### src/rtl/lz77_pkg.sv
// Package for the LZ77 token decompressor: parse phases, error codes, sizes.
// No dependencies.
`default_nettype none
package lz77_pkg;
   localparam int WINDOW_DEPTH_DEF = 8192;
   localparam int OUTPUT_LANES_DEF = 8;
   localparam logic [7:0] OFFSET_HIGH_MASK = 8'h1f;
   localparam logic [2:0] LONG_CODE = 3'd7;
   localparam int LONG_BASE = 9;
   localparam int SHORT_BASE = 2;

   typedef enum logic [1:0] {
      PH_TOKEN   = 2'd0,
      PH_LITERAL = 2'd1,
      PH_OFFLOW  = 2'd2,
      PH_LENGTH  = 2'd3
   } phase_type;

   typedef enum logic [1:0] {
      ERR_NONE     = 2'd0,
      ERR_DISTANCE = 2'd1,
      ERR_TRUNC    = 2'd2
   } err_type;

   // controller -> datapath
   typedef struct packed {
      logic       load;        // take an input byte
      logic       load_off_hi; // take the high offset bits of a token byte
      logic       put_lit;     // write the held byte as a literal
      logic       copy_start;  // start copy: set read pointer
      logic       copy_read;   // issue history read
      logic       put_copy;    // write byte read last cycle
      logic       emit;        // hand group to output register
      logic       emit_err;    // emit error result
      err_type    err;
      logic       last;
      logic       frame_clr;   // clear history count
   } cmd_type;

   // datapath -> controller
   typedef struct packed {
      logic       dist_bad;
      logic       group_full;
      logic       group_empty;
      logic       out_busy;
   } sts_type;
endpackage
`default_nettype wire

### src/rtl/lz77_ctrl.sv
// Controller: token parser and copy sequencer.
// Depends on lz77_pkg.
`default_nettype none
module lz77_ctrl
   import lz77_pkg::*;
(
   input  wire logic       clock,
   input  wire logic       reset,
   input  wire logic       req_valid,
   output logic            req_ready,
   input  wire logic [7:0] req_data_byte,
   input  wire logic       req_frame_end,
   input  wire sts_type    sts,
   output cmd_type         cmd
);
   typedef enum logic [2:0] {
      S_IDLE, S_LIT, S_CHECK, S_COPY, S_FLUSH, S_TRUNC
   } state_type;

   state_type state_ff, state_in;
   phase_type ph_ff, ph_in;
   logic [2:0] len_code_ff, len_code_in;
   logic [5:0] lit_ff, lit_in;
   logic [8:0] left_ff, left_in;   // bytes still to read
   logic       pend_ff, pend_in;   // read data arriving this cycle
   logic       fend_ff, fend_in;
   logic       trunc_ff, trunc_in;

   always_comb begin
      state_in = state_ff; ph_in = ph_ff; len_code_in = len_code_ff;
      lit_in = lit_ff; left_in = left_ff; pend_in = 1'b0;
      fend_in = fend_ff; trunc_in = trunc_ff;
      cmd = '0;
      req_ready = (state_ff == S_IDLE);
      unique case (state_ff)
         S_IDLE: if (req_valid) begin
            cmd.load = 1'b1;
            fend_in = req_frame_end;
            trunc_in = 1'b0;
            unique case (ph_ff)
               PH_TOKEN: begin
                  if (req_data_byte[7:5] == 3'd0) begin
                     lit_in = 6'({1'b0, req_data_byte[4:0]}) + 6'd1;
                     ph_in = PH_LITERAL;
                  end else begin
                     len_code_in = req_data_byte[7:5];
                     cmd.load_off_hi = 1'b1;
                     ph_in = PH_OFFLOW;
                  end
                  state_in = S_FLUSH;
                  trunc_in = req_frame_end;
               end
               PH_LITERAL: begin
                  lit_in = lit_ff - 6'd1;
                  ph_in = (lit_ff == 6'd1) ? PH_TOKEN : PH_LITERAL;
                  trunc_in = req_frame_end && lit_ff != 6'd1;
                  state_in = S_LIT;
               end
               PH_OFFLOW: begin
                  if (len_code_ff == LONG_CODE) begin
                     ph_in = PH_LENGTH;
                     state_in = S_FLUSH;
                     trunc_in = req_frame_end;
                  end else begin
                     ph_in = PH_TOKEN;
                     left_in = 9'(len_code_ff) + 9'(SHORT_BASE);
                     state_in = S_CHECK;
                  end
               end
               default: begin
                  ph_in = PH_TOKEN;
                  left_in = 9'(req_data_byte) + 9'(LONG_BASE);
                  state_in = S_CHECK;
               end
            endcase
            if (req_frame_end) ph_in = PH_TOKEN;
            if (ph_ff == PH_LENGTH) cmd.load = 1'b0;
         end
         S_LIT: if (!sts.out_busy || !sts.group_full) begin
            if (sts.group_full) begin
               cmd.emit = 1'b1;
            end
            cmd.put_lit = 1'b1;
            state_in = S_FLUSH;
         end
         S_CHECK: if (!sts.out_busy) begin
            if (sts.dist_bad) begin
               cmd.emit_err = 1'b1; cmd.err = ERR_DISTANCE; cmd.last = ~trunc_ff;
               state_in = trunc_ff ? S_TRUNC : S_IDLE;
               cmd.frame_clr = fend_ff;
            end else begin
               cmd.copy_start = 1'b1;
               state_in = S_COPY;
            end
         end
         S_COPY: begin
            if (pend_ff) begin
               if (sts.group_full) begin
                  if (sts.out_busy) begin
                     // hold: re-read the same byte next cycle
                     state_in = S_COPY;
                  end else begin
                     cmd.emit = 1'b1; cmd.put_copy = 1'b1;
                  end
               end else cmd.put_copy = 1'b1;
            end
            if (pend_ff && !cmd.put_copy) begin
               // stalled: rewind one address
               cmd.copy_start = 1'b0;
            end
            if (left_ff != 9'd0 && (!pend_ff || cmd.put_copy)) begin
               cmd.copy_read = 1'b1; pend_in = 1'b1; left_in = left_ff - 9'd1;
            end else if (pend_ff && !cmd.put_copy) begin
               pend_in = 1'b1;
            end
            if (left_ff == 9'd0 && (!pend_ff || cmd.put_copy)) state_in = S_FLUSH;
         end
         S_FLUSH: if (!sts.out_busy) begin
            if (!sts.group_empty) begin
               cmd.emit = 1'b1; cmd.last = ~trunc_ff;
            end
            state_in = trunc_ff ? S_TRUNC : S_IDLE;
            if (!trunc_ff) cmd.frame_clr = fend_ff;
         end
         S_TRUNC: if (!sts.out_busy) begin
            cmd.emit_err = 1'b1; cmd.err = ERR_TRUNC; cmd.last = 1'b1;
            cmd.frame_clr = 1'b1; state_in = S_IDLE;
         end
         default: state_in = S_IDLE;
      endcase
   end

   always_ff @(posedge clock) begin
      if (reset) begin
         state_ff <= S_IDLE; ph_ff <= PH_TOKEN; len_code_ff <= '0; lit_ff <= '0;
         left_ff <= '0; pend_ff <= 1'b0; fend_ff <= 1'b0; trunc_ff <= 1'b0;
      end else begin
         state_ff <= state_in; ph_ff <= ph_in; len_code_ff <= len_code_in;
         lit_ff <= req_valid && req_frame_end && state_ff == S_IDLE ? 6'd0 : lit_in;
         left_ff <= left_in; pend_ff <= pend_in; fend_ff <= fend_in;
         trunc_ff <= trunc_in;
      end
   end
endmodule
`default_nettype wire

### config.mk
export PLATFORM = sky130hd
export DESIGN_NAME = lz77_ctrl
export DESIGN_NICKNAME = d
export VERILOG_FILES = /design/src/rtl/lz77_pkg.sv /design/src/rtl/lz77_ctrl.sv
export SDC_FILE = /design/constraint.sdc
export NUM_CORES = 1
export LEC_CHECK = 0
export ABC_AREA = 0
export CORE_MARGIN = 4
export CORE_UTILIZATION = 45
export DETAILED_ROUTE_END_ITERATION = 10
export DONT_BUFFER_PORTS = 1
export GPL_TIMING_DRIVEN = 0
export HOLD_SLACK_MARGIN = 0.02
export PLACE_DENSITY = 0.69
export SYNTH_ARGS = -nofsm -noshare
export SYNTH_HDL_FRONTEND = slang
export SYNTH_SLANG_ARGS = --single-unit
### constraint.sdc
create_clock -name clock -period 2.2 [get_ports clock]
set_input_delay 0.22 -clock clock [delete_from_list [all_inputs] [get_ports clock]]
set_output_delay 0.22 -clock clock [all_outputs]
set_load 0.05 [all_outputs]
# Yosys cells after proc, flatten, opt, wreduce, memory -nomap -nowiden
# Index checks and enable logic that the tools add are counted.
# totals
elab_cells	126
register_bits	26
in_bits	16
# classes
n_reduce_logical	27
bitwise	3
n_eq_ne	23
add_sub_neg	5
n_mux	60
# ops
cell	n
2-to-1 mux 3 bit	12
case mux 9 bit (2 select lines)	2
2-to-1 mux 9 bit	3
2-to-1 mux 1 bit	21
2-to-1 mux 2 bit	10
case mux 3 bit (6 select lines)	1
!= test 2 bit, second input constant	8
2-to-1 mux 5 bit	3
!= test 3 bit, second input constant	4
case mux 2 bit (3 select lines)	2
case mux 6 bit (2 select lines)	1
adder 8 x 4 -> 9 bit, second input constant	1
equality test 3 bit, second input constant	3
zero test 9 bit	1
case mux 3 bit (3 select lines)	1
nonzero test 9 bit	1
subtractor 9 x 1 -> 9 bit, second input constant	1
AND reduction 4 bit	2
AND reduction 8 bit	1
adder 5 x 1 -> 6 bit, second input constant	1
equality test 3 x 2 -> 1 bit, second input constant	2
equality test 6 x 1 -> 1 bit, second input constant	1
logical AND 1 bit	6
zero test 3 bit	2
other kinds (17)	28

# Depth between registers and ports, before layout
# Gate-level depths: netlist (run 1).
# logic_depth
depth_word	8
mapped_depth	7
mapped_depth_nobuf	7

# Worst setup path before layout (run 1)
# Ideal clock, no wire load.
# synth_timing
path_type	flip-flop to flip-flop
startpoint	reg state_ff[0]
endpoint	reg ph_ff[0]
n_path_buf	0
t_arrival_ns	3.590
stages_incl_launch_ff	6
setup_ns	0.071
path_slack_ns	-1.460
required_time_ns	2.129
path_cell_list	dfxtp_1 -> nor3_1 -> nand2_1 -> a21oi_1 -> or3b_2 -> a21oi_1
# synth_between
elab_chain_len	2
# synth_rtl
item	line	rtl
start: declaration	lz77_ctrl.sv:20	state_type state_ff, state_in;
start signal: assignment	lz77_ctrl.sv:138	state_ff <= state_in; ph_ff <= ph_in; len_code_ff <= len_code_in;
zero test 3 bit	-	
named net req_ready	lz77_ctrl.sv:10	output logic req_ready,
AND reduction 2 bit (no source line)	-	
end signal: assignment	lz77_ctrl.sv:138	
end: declaration	lz77_ctrl.sv:21	phase_type ph_ff, ph_in;
# The timed path passes the listed nets, and every way through them passes these cells.
# A chain may end at the register's enable or synchronous reset.

# Worst setup path in the final report (run 1)
# Same ends and word-level chain as after synthesis.

==> results, run 1 <==
- The die is about 74 um wide.
- The initial cell density of the core is ~48%.
- The number of antenna violations at the first check in global routing is 0.
- In this run, post-CTS hold repair placed 0 buffers.
- The startpoint identified for the worst hold timing path is req_data_byte[5].
- The final net count is ~300.
- The synthesized area per cell is 7.63 um2.
- In this run the deepest clock path goes through 2 buffers.
- Once placement completed, the tool counted placed cells totaling 308.
- For flop-to-flop paths, the worst setup slack is -0.12 ns.
- The worst hold slack is 0.0983 ns.
- The worst register-to-register path has a depth of 6.
- The type of element launching the critical path is a flip-flop.
- The biggest area contributor in the post-synthesis netlist is sky130_fd_sc_hd__dfxtp_1.
- TritonCTS created 3 clock buffers.
- The root cell of the clock tree is sky130_fd_sc_hd__clkbuf_8.
- Routability-driven placement finished with a final weighted congestion of between 0.8 and 0.9.
- The share of Yosys cell area claimed by the top area cell type is a little over a quarter.
- The overall die area is between 5000 and 6000 um2.
- The time the final worst path needs with I/O delays and setup is about 2.3 ns.
- The max-slew violation count is 0.
- Sequential cells burn between 20 and 30% of the power.
- Net switching is a little over two fifths of the power.
- The total global routing overflow is 0.
- Setup repair after global routing could not meet its margin everywhere.
- STA classifies the critical path endpoint as a flip-flop.
- The number of primary I/O pins is 29.
- Detailed placement ended at an HPWL of between 3 and 4 mm.
- The cell count after synthesis came out at about 260.
- The clock slew seen by the registers of the worst setup and hold paths is ~0.1 ns.
- The min-delay analysis places its worst path in the category in -> reg.
- The number of global-route vias before repair is between 1500 and 2000.
- Synthesis produced a netlist with a net count of 279.
- The total of endpoints with negative setup slack in the final report is 16.
- The uppermost layer routed is met4.
- The clock network fraction of total power is about 16%.
- The worst-case IR drop observed on VDD is 0.303 mV.
- The kind of critical path is reg -> reg.
- At the pin with the least slew margin, the transition time is slightly above 1 ns.
- The endpoint identified for the worst register-to-register timing path is ph_ff[0]$_SDFFE_PP0P_.
- Entering global routing, the biggest net connects 15 pins.
- The cell area power density is 821 nW/um2.
- The final reports fail on setup timing.
- After detailed routing, the number of remaining DRC violations is 0.
- The detail-routed net length per standard cell is roughly 17 um.
- The number of vias in the routed layout is slightly above 2000.
- In this run the number of H-tree levels came out at 1.
- The later pin in the worst-skew pair is clocked with a latency of around 0.28 ns.
- The library cells used most frequently in the layout, excluding fill and tap cells, are sky130_fd_sc_hd__a21oi_1 (24), sky130_fd_sc_hd__dfxtp_1 (21), sky130_fd_sc_hd__nor2_1 (20), sky130_fd_sc_hd__buf_4 (18).
- The detailed-routed wire length on met3 is 318 um.
- For the worst setup path, the data required time is about 2.4 ns.
- Cells with a size suffix above 1 make up approximately 28% of the layout.
- The analysis attributes to cell leakage a power of 0.919 nW.
- The synthesis-to-layout area growth is 26.0%.
- The post-route worst setup slack is -0.116 ns.
- The cell-internal power is between 0.001 and 0.0015 W.
- The global-route wire length before repair is about 9.0 mm.
- The standard cell area after detailed placement is ~2100 um2.
- The finished layout holds between 300 and 400 standard cells, fillers aside.
- The post-detailed-route count of antenna-violating nets is 0.
- Synthesis inferred 26 register bits.
- The combinational share of power is between 50% and 60%.
- The number of cells on the worst hold path is 2.
- The startpoint identified for the worst register-to-register timing path is state_ff[0]$_SDFFE_PP0P_.
- The finished cells cover about 2500 um2.
- The final layout contains routed wiring with a total length of 5.67 mm.
- The run finished, with violations left.
- The core footprint is between 4000 and 5000 um2.
- The share of synthesized flip-flops with an asynchronous set or reset is 0%.
- The share of synthesized area occupied by flip-flops and latches is about a quarter.
- Ranked by total cell area, the synthesized netlist is headed by sky130_fd_sc_hd__dfxtp_1 (26%), sky130_fd_sc_hd__a21oi_1 (7.1%), sky130_fd_sc_hd__nor2_1 (4.2%).
- The pre-antenna-repair detailed-routing pass consisted of 4 iterations.
- The library cell used most frequently in the layout, excluding fill and tap cells, is sky130_fd_sc_hd__a21oi_1.
- During synthesis, Yosys emitted a total of 0 warnings.
- The repair_antennas step left the layout with diodes totalling 0.
- The count of input and output buffers is 0.
- The endpoint of the worst hold-timing path is len_code_ff[0]$_SDFFE_PP0P_.
- Yosys mapped a number of flops with a built-in enable equal to 0.
- For the worst setup path, the data arrival time is 2.53 ns.
- The final setup skew is around 0.0021 ns.
- Along the worst path, the maximum fanout reaches 7.
- The max capacitance violation total is 0.
- In the detailed route, the total length drawn on met2 is roughly 2.8 mm.
- The worst pin sits at a relative slew slack of between 30% and 40%.
- The cell area after synthesis is ~2000 um2.
- The post-placement worst setup slack is -0.257 ns.
- Dividing the detail-routed via count by the number of cells gives ~6.1.
- The maximum frequency from static timing analysis is around 0.43 GHz.
- The number of hold violations in the final report is 0.
- TritonCTS built the clock tree.
- In this run, the number of DRC markers left after iteration 0 of detailed routing was 108.
- Global routing used between 20% and 30% of the available tracks across all layers.
- The share of the core filled with cells is roughly 60%.
- The most used flip-flop cell after synthesis is sky130_fd_sc_hd__dfxtp_1.
- The count of standard-cell rows is 23.
- Summed over all nets, the switching power comes to approximately 0.00088 W.
- After layout, the worst path uses 105% of the clock period.
- The number of distinct library cell variants in the gate-level netlist after synthesis is 56.
- The detailed router put a total of approximately 2.4 mm of wire on met1.
- The number of clock sinks seen by CTS is 26.
- The height of the die is 74.2 um.
[per-stage QoR]
step / TNS [ns] / total power, W
finish: -1.04 / 0.00204
global route: -2.15 / 0.00215
CTS: -0.438 / 0.00198
detailed placement: -2.65 / 0.00143
global placement: -2.32 / 0.00142
floorplan: -0.000747 / 0.00129
[cells by family after synthesis]
| group | Yosys count | share of synthesized area, % |
|---|---|---|
| buf+inv | 22 | 5.40 |
| fa+ha+maj | 5 | 3.18 |
| simple gates | 106 | 29.5 |
| xor+xnor | 14 | 6.23 |
| mux | 5 | 2.54 |
| compound gates | 80 | 26.7 |
| flops | 26 | 26.4 |
[critical path, cell delays in order (launching register included)]
cell	delay [ns]
sky130_fd_sc_hd__dfxtp_4	0.37
sky130_fd_sc_hd__nor3_4	0.68
sky130_fd_sc_hd__nand2_4	0.12
sky130_fd_sc_hd__buf_4	0.19
sky130_fd_sc_hd__a21oi_4	0.34
sky130_fd_sc_hd__or3b_4	0.43
sky130_fd_sc_hd__a21oi_1	0.13
[state kept, by name, indices dropped and copies added, names as in the netlist]
name and flops:
state_ff 3, fend_ff 1, len_code_ff 3, left_ff 9, trunc_ff 1, ph_ff 2, pend_ff 1, lit_ff 6
[power by group through the flow]
stage | clock network (W) | logic (W) | registers, W
floorplan | 0 | 0.000711 | 0.000579
global placement | 0 | 0.000832 | 0.000591
CTS | 0.000334 | 0.00105 | 0.000591
global route | 0.000352 | 0.00119 | 0.000605
detailed placement | 0 | 0.000837 | 0.000592
finish | 0.000329 | 0.00111 | 0.000596
[final cells by class]
cell class | count | area [um2]
buffer | 12 | 86.3
clock buffer | 4 | 55.1
fill | 373 | 1630
inverter | 10 | 45.0
multi-input combinational | 210 | 1530
sequential | 26 | 534
tap | 50 | 62.6
timing repair buffer | 20 | 165
[metal layers]
metal,up-vias,GRT usage (%)
li1,987,-
met1,962,26.2
met2,62,35.6
met3,15,4.32
met4,0,6.84
met5,-,0
[cell usage after synthesis (2+ instances only)]
| cell | n |
|---|---|
| sky130_fd_sc_hd__a21oi_1 | 28 |
| sky130_fd_sc_hd__clkbuf_1 | 6 |
| sky130_fd_sc_hd__inv_1 | 10 |
| sky130_fd_sc_hd__xor2_1 | 9 |
| sky130_fd_sc_hd__or2_2 | 4 |
| sky130_fd_sc_hd__and2_1 | 2 |
| sky130_fd_sc_hd__mux2i_1 | 5 |
| sky130_fd_sc_hd__nor2b_1 | 5 |
| sky130_fd_sc_hd__o211ai_1 | 2 |
| sky130_fd_sc_hd__buf_2 | 2 |
| sky130_fd_sc_hd__a2bb2oi_1 | 3 |
| sky130_fd_sc_hd__nand3b_1 | 3 |
| sky130_fd_sc_hd__ha_1 | 5 |
| sky130_fd_sc_hd__nor3_1 | 11 |
| sky130_fd_sc_hd__o22ai_1 | 4 |
| sky130_fd_sc_hd__o21ai_0 | 14 |
| sky130_fd_sc_hd__dfxtp_1 | 26 |
| sky130_fd_sc_hd__a22o_1 | 2 |
| sky130_fd_sc_hd__nand4_1 | 2 |
| sky130_fd_sc_hd__xnor2_1 | 5 |
| sky130_fd_sc_hd__a21o_1 | 2 |
| sky130_fd_sc_hd__a211oi_1 | 7 |
| sky130_fd_sc_hd__nor2_1 | 22 |
| sky130_fd_sc_hd__nand2b_1 | 12 |
| sky130_fd_sc_hd__buf_4 | 3 |
| sky130_fd_sc_hd__nand3_1 | 10 |
| sky130_fd_sc_hd__a22oi_1 | 2 |
| sky130_fd_sc_hd__nor3b_1 | 4 |
| sky130_fd_sc_hd__nor4_1 | 2 |
| sky130_fd_sc_hd__or3_1 | 3 |
| sky130_fd_sc_hd__a31oi_1 | 2 |
| sky130_fd_sc_hd__nand2_1 | 16 |
| sky130_fd_sc_hd__o21bai_1 | 2 |
[worst max-delay path by stage]
stage / cells past startpoint / endpoint / from / slack (ns)
floorplan: 5 / ph_ff[0]$_SDFFE_PP0P_ / state_ff[2]$_SDFFE_PP0P_ / -0.0007
global placement: 5 / len_code_ff[2]$_SDFFE_PP0P_ / state_ff[2]$_SDFFE_PP0P_ / -0.23
detailed placement: 5 / len_code_ff[2]$_SDFFE_PP0P_ / state_ff[2]$_SDFFE_PP0P_ / -0.26
CTS: 6 / ph_ff[0]$_SDFFE_PP0P_ / state_ff[0]$_SDFFE_PP0P_ / -0.10
global route: 3 / cmd[10] / state_ff[0]$_SDFFE_PP0P_ / -0.18
finish: 6 / ph_ff[0]$_SDFFE_PP0P_ / state_ff[0]$_SDFFE_PP0P_ / -0.12
[repair_timing]
item / CTS / global route
pin swaps: 13 / 9
setup endpoints to repair: 24 / 21
resized for setup: 36 / 17
buffers inserted: 18 / 2
Note: power is estimated with default switching activity, not from simulation.
==> run 2, diff against run 1 <==
- CAP_MARGIN: default -> 0
- GPL_TIMING_DRIVEN: 0 -> 1
- MAX_ROUTING_LAYER: default -> met4
==> run 2 against run 1 <==
The flow still finishes with violations (setup timing). Routed wire length down 5.3%. Die area stayed put. Critical path depth is the same. Count of clock-buffer cells in the layout did not move. Critical endpoint is now cmd[7].
==> results, run 2 (synthesis gave the netlist of run 1 again) <==
- The flip-flop count of the largest register, all copies and words added is 9 (unchanged).
- The clock insertion delay at the later pin of the skew report is 0.28 ns (about the same).
- The time the final worst path needs with I/O delays and setup is 2.30 ns (was 2.32 ns).
- The uppermost layer routed is met4 (unchanged).
- The synthesis-to-layout area growth was 20.2% (was 26.0%).
- The amount of wire on met2 after detailed routing is 2.54 mm (was 2.78 mm).
- The number of antenna violations at the first check in global routing is 0 (unchanged).
- The fraction of the cycle the final worst path needs is 105% (about the same).
- The length of routed wiring on met1 is 2.49 mm (was 2.43 mm).
- The total clock buffers created by CTS is 3 (unchanged).
- The launching instance or port of the critical path is left_ff[0]$_SDFFE_PP0P_ (was state_ff[0]$_SDFFE_PP0P_).
- The type of element launching the critical path is a flip-flop (unchanged).
- The width of the die is 74.2 um (unchanged).
- The class of the worst hold path was in -> reg (unchanged).
- The number of vias in the routed layout was 1978 (was 2026).
- The overall die area is 5500 um2 (unchanged).
- The setup slack on the worst flop-to-flop path came to -0.07 ns (was -0.12 ns).
- The maximum frequency from static timing analysis was 0.434 GHz (was 0.432 GHz).
- The DRC violation count after routing is 0 (unchanged).
- The total of fill cells in the finished design is 366 (was 373).
- The share of the core filled with cells is 57.5% (was 60.3%).
- The number of antenna repair diodes was 0 (unchanged).
- The post-detailed-route count of antenna-violating nets is 0 (unchanged).
- The root cell of the clock tree is sky130_fd_sc_hd__clkbuf_8 (unchanged).
- The post-route worst setup slack is -0.102 ns (was -0.116 ns).
- The worst slew slack as a fraction of its limit is 46.2% (was 31.1%).
- The peak per-stage delay on the critical path is 0.46 ns (was 0.68 ns).
- The detailed-routed wire length on met3 came to 287 um (was 318 um).
- The number of placed instances, taps included is 313 (was 308).
- The count of standard-cell rows was 23 (unchanged).
- The final setup skew is 0.00589 ns (was 0.00206 ns).
- The cell area power density is 822 nW/um2 (was 821 nW/um2).
- The detail-routed net length per standard cell was 16.4 um (was 17.1 um).
- The global-route wire length before repair is 8.42 mm (was 9.03 mm).
- The initial cell density of the core is 47.9% (unchanged).
- The number of global-route vias before repair is 1822 (was 1936).
- The largest register by flop count is left_ff (unchanged).
- The data arrival at the endpoint of the critical path was 2.08 ns (was 2.53 ns).
- Setup repair after global routing missed its margin: true (unchanged).
- The cell with the largest stage delay on the worst path was sky130_fd_sc_hd__or4b_4 (was sky130_fd_sc_hd__nor3_4).
- Crit path cell chain: inv_2 > ha_4 > or4b_4 > or4_4 > nand2_4 > clkinvlp_4 (was nor3_4 > nand2_4 > buf_4 > a21oi_4 > or3b_4 > a21oi_1).
- The final net count came to 299 (was 304).
- The total wirelength of the detailed-routed design is 5.37 mm (was 5.67 mm).
- The end of the worst register-to-register path is left_ff[2]$_SDFFE_PP0P_ (was ph_ff[0]$_SDFFE_PP0P_).
- The max-slew violation count is 0 (unchanged).
- Violated checks: setup timing (unchanged).
- The count of non-filler cells in the finished layout is 327 (was 332).
- The count of input and output buffers is 0 (unchanged).
- The final HPWL from detailed placement was 3.73 mm (was 3.77 mm).
- The height of the die is 74.2 um (unchanged).
- Registers with the highest flip-flop counts: left_ff x9, lit_ff x6 (unchanged).
- The leakage component of the power was 0.899 nW (was 0.919 nW).
- The number of primary I/O pins is 29 (unchanged).
- The end point of the critical path is cmd[7] (was ph_ff[0]$_SDFFE_PP0P_).
- The CTS tree was built (unchanged).
- The number of vias per cell after detailed routing is 6.05 (was 6.10).
- The first-pass iteration count of the detailed router is 4 (unchanged).
- The total of endpoints with negative setup slack in the final report is 9 (was 16).
- The multi-input gate area in the final layout is 1460 um2 (was 1530 um2).
- The highest net fanout along the worst path was 2 (was 7).
- The start of the worst register-to-register path is left_ff[0]$_SDFFE_PP0P_ (was state_ff[0]$_SDFFE_PP0P_).
- The worst hold slack is 0.0881 ns (was 0.0983 ns).
- The overall global routing resource usage is 20.0% (was 20.9%).
- The transition at the pin with the smallest max-transition slack is 0.804 ns (was 1.03 ns).
- The number of hold violations in the final report is 0 (unchanged).
- The sequential cell area is 526 um2 (was 534 um2).
- The clock slew seen by the registers of the worst setup and hold paths is 0.10 ns (about the same).
- The deepest clock path buffer count is 2 (unchanged).
- The required time at the worst-slack endpoint came to 1.98 ns (was 2.42 ns).
- The critical path capture point type is an output pin (was flip-flop).
- The total global routing overflow is 0 (unchanged).
- The weighted congestion at the end of routability-driven global placement is 0.864 (was 0.824).
- The core footprint came to 4120 um2 (unchanged).
- The number of clock sinks seen by CTS is 26 (unchanged).
- The share of post-route cells with drive strength above 1 is 24.2% (was 28.0%).
- The max capacitance violation total came to 0 (unchanged).
- The leading cell type in the layout, fill and taps excluded is sky130_fd_sc_hd__buf_4 (was sky130_fd_sc_hd__a21oi_1).
- The kind of critical path was reg -> out (was reg -> reg).
- The worst-case vdd ir drop is 0.349 mV (was 0.303 mV).
- Outcome: finished, violations left (unchanged).
- Commonest cells after routing, fill and taps aside: sky130_fd_sc_hd__buf_4 (24), sky130_fd_sc_hd__a21oi_1 (23), sky130_fd_sc_hd__nor2_1 (22), sky130_fd_sc_hd__dfxtp_1 (22), sky130_fd_sc_hd__nand2_1 (14) (was sky130_fd_sc_hd__a21oi_1 (24), sky130_fd_sc_hd__dfxtp_1 (21), sky130_fd_sc_hd__nor2_1 (20), sky130_fd_sc_hd__buf_4 (18)).
- The pin count of the biggest net entering global routing was 18 (was 15).
- The depth of the worst register-to-register path is 8 (was 6).
- The number of DRC markers in iteration 0 came to 119 (was 108).
- The depth of the CTS H-tree is 1 (unchanged).
-- run 2: area by class of cell --
| type | instances | area share [%] |
|---|---|---|
| multi-input combinational | 210 | 61.7 |
| clock buffer | 4 | 2.33 |
| inverter | 10 | 1.74 |
| tap | 50 | 2.64 |
| timing repair buffer | 27 | 9.36 |
| sequential | 26 | 22.2 |
-- run 2: worst min path at each step --
stage                                  end  depth (start not counted)             start
6_report       len_code_ff[1]$_SDFFE_PP0P_                          2  req_data_byte[6]
3_3_place_gp       left_ff[0]$_SDFFE_PP0P_                          1             reset
5_1_grt              ph_ff[0]$_SDFFE_PP0P_                          2     req_frame_end
3_5_place_dp       left_ff[0]$_SDFFE_PP0P_                          1             reset
4_1_cts        len_code_ff[1]$_SDFFE_PP0P_                          2  req_data_byte[6]
2_1_floorplan  len_code_ff[0]$_SDFFE_PP0P_                          2  req_data_byte[5]
-- run 2: repair_timing --
action | 4_1_cts | 5_1_grt
endpoints found under the hold margin | 17 | 0
gates resized for setup | 12 | 10
setup endpoints to repair | 8 | 12
pin swaps | 7 | 6
hold buffers | 1 | 0
setup buffers | 5 | 4
-- run 2: report_power, final --
| part | leakage, nW | internal, W | total (W) | switching [W] |
|---|---|---|---|---|
| registers | 0.213 | 0.000526 | 0.000625 | 0.0000991 |
| clock network | 0.0288 | 0.000161 | 0.000329 | 0.000169 |
| logic | 0.657 | 0.000435 | 0.000991 | 0.000556 |
-- run 2: through the flow --
| step | total power [W] | worst slack (ns) | area, um2 | TNS, ns |
|---|---|---|---|---|
| after floorplan | 0.00129 | -0.000747 | 2020 | -0.000747 |
| after global placement | 0.00145 | 0.0273 | 2150 | 0 |
| after detailed placement | 0.00146 | -0.0788 | 2150 | -0.222 |
| after CTS | 0.00184 | -0.0745 | 2300 | -0.368 |
| after global routing | 0.00204 | -0.141 | 2370 | -1.03 |
| final | 0.00195 | -0.102 | 2370 | -0.360 |
-- run 2: worst max-delay path, delay by kind of cell, from the launching register on --
kind	cells	cell delay [ns]
fa+ha+maj	1	0.13
buf+inv	2	0.31
flops	1	0.34
simple gates	3	1.02
-- run 2: per-layer routing --
layer,track usage (%),vias to the layer above
li1,-,986
met1,24.6,938
met2,33.0,47
met3,3.78,7
met4,6.24,0
met5,-,-
